File: src/sv/icrr_pkg.sv
// ----------------------------------------------------------------------------
// icrr_pkg: shared definitions for the round-robin instruction cache
// Geometry defaults, request and response codes, and the command and status
// records between the controller and the datapath.
// ----------------------------------------------------------------------------
package icrr_pkg;

   // default geometry: 4 ways, 128 sets, 4 words per line
   localparam int DEF_WAY_BITS  = 2;
   localparam int DEF_SET_BITS  = 7;
   localparam int DEF_WORD_BITS = 2;

   localparam int ADDR_W = 32;
   localparam int DATA_W = 32;

   // request codes
   localparam logic [1:0] FUNC_FETCH = 2'd0;
   localparam logic [1:0] FUNC_INVAL = 2'd1;
   localparam logic [1:0] FUNC_FILL  = 2'd2;

   // response codes
   localparam logic [1:0] KIND_WORD   = 2'd0;
   localparam logic [1:0] KIND_REFILL = 2'd1;
   localparam logic [1:0] KIND_ERROR  = 2'd2;

   // controller to datapath
   typedef struct packed {
      logic       lookup;       // capture request, read tag and valid rows
      logic       clear_row;    // reset sweep: zero one valid row
      logic       miss;         // start refill, drop victim line
      logic       inval;        // drop matching lines
      logic       fill_write;   // store one refill word
      logic       fill_finish;  // write tag, mark line valid, read result word
      logic       hit_read;     // read word of the hitting way
      logic       set_result;   // latch response kind and hit flag
      logic [1:0] kind;
      logic       result_hit;
      logic       out_load;     // move response into the output register
   } cmd_type;

   // datapath to controller
   typedef struct packed {
      logic [1:0] func;
      logic       pending;
      logic       hit;
      logic       fill_last;
      logic       clear_done;
      logic       out_free;
   } status_type;

endpackage

File: src/sv/icrr_ctrl.sv
// ----------------------------------------------------------------------------
// icrr_ctrl: cache controller
// Sequences the reset sweep, request lookup, state update and response.
// ----------------------------------------------------------------------------
module icrr_ctrl import icrr_pkg::*; (
   input  logic       clock,
   input  logic       reset,
   input  logic       req_valid,
   output logic       req_ready,
   input  status_type sts,
   output cmd_type    cmd
);

   typedef enum logic [3:0] {
      ST_CLEAR = 4'b0001,
      ST_IDLE  = 4'b0010,
      ST_LOOK  = 4'b0100,
      ST_RESP  = 4'b1000
   } state_type;

   state_type state_ff, state_in;

   // state register
   always_ff @(posedge clock) begin
      if (reset) begin
         state_ff <= ST_CLEAR;
      end else begin
         state_ff <= state_in;
      end
   end

   assign req_ready = (state_ff == ST_IDLE);

   // next state and commands
   always_comb begin
      state_in = state_ff;
      cmd      = '0;
      unique case (state_ff)
         ST_CLEAR: begin
            cmd.clear_row = 1'b1;
            if (sts.clear_done) state_in = ST_IDLE;
         end
         ST_IDLE: begin
            if (req_valid) begin
               cmd.lookup = 1'b1;
               state_in   = ST_LOOK;
            end
         end
         ST_LOOK: begin
            cmd.set_result = 1'b1;
            cmd.kind       = KIND_ERROR;
            state_in       = ST_RESP;
            unique case (sts.func)
               FUNC_FETCH: begin
                  if (sts.pending) begin
                     cmd.kind = KIND_ERROR;
                  end else if (sts.hit) begin
                     cmd.hit_read   = 1'b1;
                     cmd.kind       = KIND_WORD;
                     cmd.result_hit = 1'b1;
                  end else begin
                     cmd.miss = 1'b1;
                     cmd.kind = KIND_REFILL;
                  end
               end
               FUNC_INVAL: begin
                  // no response
                  cmd.inval      = 1'b1;
                  cmd.set_result = 1'b0;
                  state_in       = ST_IDLE;
               end
               FUNC_FILL: begin
                  if (sts.pending) begin
                     cmd.fill_write = 1'b1;
                     if (sts.fill_last) begin
                        cmd.fill_finish = 1'b1;
                        cmd.kind        = KIND_WORD;
                     end else begin
                        cmd.set_result = 1'b0;
                        state_in       = ST_IDLE;
                     end
                  end
               end
               default: begin
                  cmd.kind = KIND_ERROR;
               end
            endcase
         end
         ST_RESP: begin
            if (sts.out_free) begin
               cmd.out_load = 1'b1;
               state_in     = ST_IDLE;
            end
         end
         default: begin
            state_in = ST_CLEAR;
         end
      endcase
   end

endmodule

File: config.mk
export PLATFORM = sky130hd
export DESIGN_NAME = icrr_ctrl
export DESIGN_NICKNAME = d
export VERILOG_FILES = /design/src/sv/icrr_pkg.sv /design/src/sv/icrr_ctrl.sv
export SDC_FILE = /design/constraint.sdc
export NUM_CORES = 1
export LEC_CHECK = 0
export BUFFER_PORTS_ARGS = -buffer_cell sky130_fd_sc_hd__buf_4
export CORE_AREA = 2 2 39 41
export DETAILED_ROUTE_END_ITERATION = 7
export DIE_AREA = 0 0 41 43
export SLEW_MARGIN = 20
export SYNTH_ARGS = -nofsm -noshare
export SYNTH_HDL_FRONTEND = slang
export SYNTH_SLANG_ARGS = --single-unit
File: constraint.sdc
create_clock -name clock -period 1.6 [get_ports clock]
set_input_delay 0.32 -clock clock [delete_from_list [all_inputs] [get_ports clock]]
set_output_delay 0.32 -clock clock [all_outputs]
set_load 0.03 [all_outputs]
==> impl_results.md <==
- Syn_area_per_cell: 8.25 sq um
- Final Max Slew Viols: 0
- Hold Vio Cnt, Final: 0
- Area of the multi-input gates: 408 sq um
- Actual slew at the worst max-slew pin: 0.379 ns
- Die width: 41 um
- Cts bufs inserted: 3
- # hold bufs at CTS: 0
- Post-Syn Nets: 67
- Sequential fraction of the synthesis area: 0.180
- Hold_sp: reset
- Mapped Cells: 54
- TritonCTS clock tree: yes
- Most Used Layer, Global Route: met2
- Setup TNS: -0.693 ns
- Initial Utilization: 0.322
- #FFs+latches synth: 4
- Largest registers: state_ff x4
- GR met2 Demand/Resource: 0.241
- Worst Clk Skew: 0.00149 ns
- Synth cell types: 29
- Layout area overhead: 106%
- I/O pin count: 23
- Starting DRT DRC Count: 4
- R2R Setup Slk: 0.23 ns
- Failing checks: negative setup slack
- Reg2reg path depth: 6
- Outcome: finished with violations
- Routed Antenna Nets: 0
- GR Layer Usage met1: 0.196
- Cell Pwr Density: 469 nW/um^2
- Initial antenna violation count: 0
- Hold Crit Class: in2reg
- Critical-path maximum fanout: 7
- Final min period: 1.71 ns
- Final WL: 1250 um
- Placer congestion estimate: 0.691
- Total power: 0.000430 W
- Port bufs: 22
- DP Worst Slack: -0.0824 ns
- Overall die height: 43 um
- YS warnings: 0
- GR Overflow Total: 0
- DRC viols: 0
- Utilization after layout: 0.663
- Leak: 0.405 nW
- Final HPWL DP: 847 um
- Clock-pin transition on the worst setup and hold timing paths: 0.04 ns
- Vias: 538
- CTS sink cnt: 4
- Final worst path period share: 1.07
- Largest net degree at the start of global routing: 10
- Max-slew headroom: 0.744
- Cell area after synthesis: 445 sq um
- Final net count: 107
- Setup CP Type: reg2out
- Max IR drop VDD: 279 uV
- Critical path launch point type: flip-flop
- Clock Tree Root: clkbuf_4
- Setup violators final: 10
- Biggest register: state_ff
- Reg area: 87.6 sq um
- Routed wire length per instance: 11.6 um
- WP data arrival: 1.39 ns
- Critical Path Sink Type: output pin
- RSZ-0062 raised after global routing: yes
- Max H-tree Level: 1
- Fmax: 583 MHz
- Vias per Instance: 4.98
- Critical Path RT: 1.28 ns
- Core Footprint: 1380 sq um
- Rows: 14
- Worst r2r src: state_ff[1]
- Setup ws final: -0.114 ns
- CP startpoint: state_ff[1]
- Vias in the first global route: 495
- Fillers: 108
- Clk_lat worst skew: 0.24 ns
- Critical Path Sink: cmd[6]
- All-Layer GR Usage: 0.160
- First-pass GRT wire length: 1930 um
- GR Layer Usage met3: 0.0471
- # diodes: 0
- Fin Hold WS: 0.262 ns
- Die area: 1760 sq um
- Max reg flops: 4
- Crit Reg-Reg Endpoint: state_ff[1]
- MaxCap Viol Count: 0
- Worst-case clock buffer depth: 2
- Share of cells above drive strength 1: 0.674
- First drt pass iteration count: 4
what timing repair did:
item | 4_1_cts | 5_1_grt
endpoints found under the setup margin | 11 | 11
pin swaps | 7 | 4
cloned | 0 | 0
gates resized for setup | 17 | 13
buffers inserted | 5 | 5
cell type report:
| type | count | area share |
|---|---|---|
| multi-input cells | 38 | 0.445 |
| repair buffers | 40 | 0.385 |
| flip-flops and latches | 4 | 0.0955 |
| inverters | 7 | 0.0286 |
| clock buffers | 3 | 0.0246 |
| well taps | 16 | 0.0218 |
worst max-delay path, cell delays in order (launching register included):
cell	delay [ns]
dfxtp_2	0.32
nor4b_4	0.28
buf_6	0.16
nor2b_4	0.14
and2_4	0.14
buf_6	0.12
placed cells by master, fill, tap and decap left out, drive strengths merged, types with 2 or more instances in the layout:
cell / n
buf: 40
nor2b: 3
and3b: 2
o311a: 2
nor2: 2
nor4b: 5
nand2b: 2
inv: 7
clkbuf: 3
and2: 4
dfxtp: 4
ha: 3
o21ai: 2
routing by layer:
| layer | wire length [um] | vias to the layer above |
|---|---|---|
| li1 | - | 272 |
| met1 | 492 | 249 |
| met2 | 667 | 13 |
| met3 | 70 | 4 |
| met4 | 23 | 0 |
| met5 | 0 | - |
per-stage QoR:
step,cells,cell area [sq um]
floorplan,54,492
global placement,95,694
detailed placement,95,694
CTS,103,817
global route,108,917
finish,108,917
Yosys cell counts (all sizes together):
library cell | instances | share of area
and2 | 4 | 0.056
a221oi | 1 | 0.020
inv | 7 | 0.059
a21oi | 1 | 0.011
and4b | 1 | 0.022
and2b | 1 | 0.017
nor2 | 2 | 0.017
o21ai | 2 | 0.022
o2bb2ai | 1 | 0.020
nand4 | 1 | 0.014
o311a | 2 | 0.045
clkbuf | 1 | 0.011
o211ai | 1 | 0.017
nor3 | 1 | 0.011
nor2b | 3 | 0.042
buf | 4 | 0.070
nand2b | 2 | 0.028
o311ai | 1 | 0.020
o21bai | 1 | 0.017
o221ai | 1 | 0.020
nand2 | 1 | 0.0084
and3b | 2 | 0.039
nor3b | 1 | 0.017
nor4b | 5 | 0.13
dfxtp | 4 | 0.18
ha | 3 | 0.084
power by group:
part	leakage, nW	internal [W]	switching [W]
registers	0.0342	0.000111	0.0000102
logic	0.357	0.0000945	0.0000906
clock network	0.0138	0.0000838	0.0000402
total	0.405	0.000289	0.000141
worst min-delay path by stage:
stage               depth (start not counted)           to  slack (ns)
finish                                      2  state_ff[3]        0.26
global route                                2  state_ff[3]        0.27
CTS                                         2  state_ff[3]        0.26
detailed placement                          2  state_ff[3]        0.50
global placement                            2  state_ff[3]        0.50
floorplan                                   1  state_ff[3]        0.38
cell families (layout without fill, tap and decap cells):
kind of cell,Yosys count,count (layout),share of synthesized area
flip-flops,4,4,0.180
AND/OR/NAND/NOR,24,24,0.404
AO/OA/AOI/OAI,11,11,0.191
adder cells (fa/ha/maj),3,3,0.0843
buffers and inverters,12,50,0.140
(Power assumes the default switching activity.)
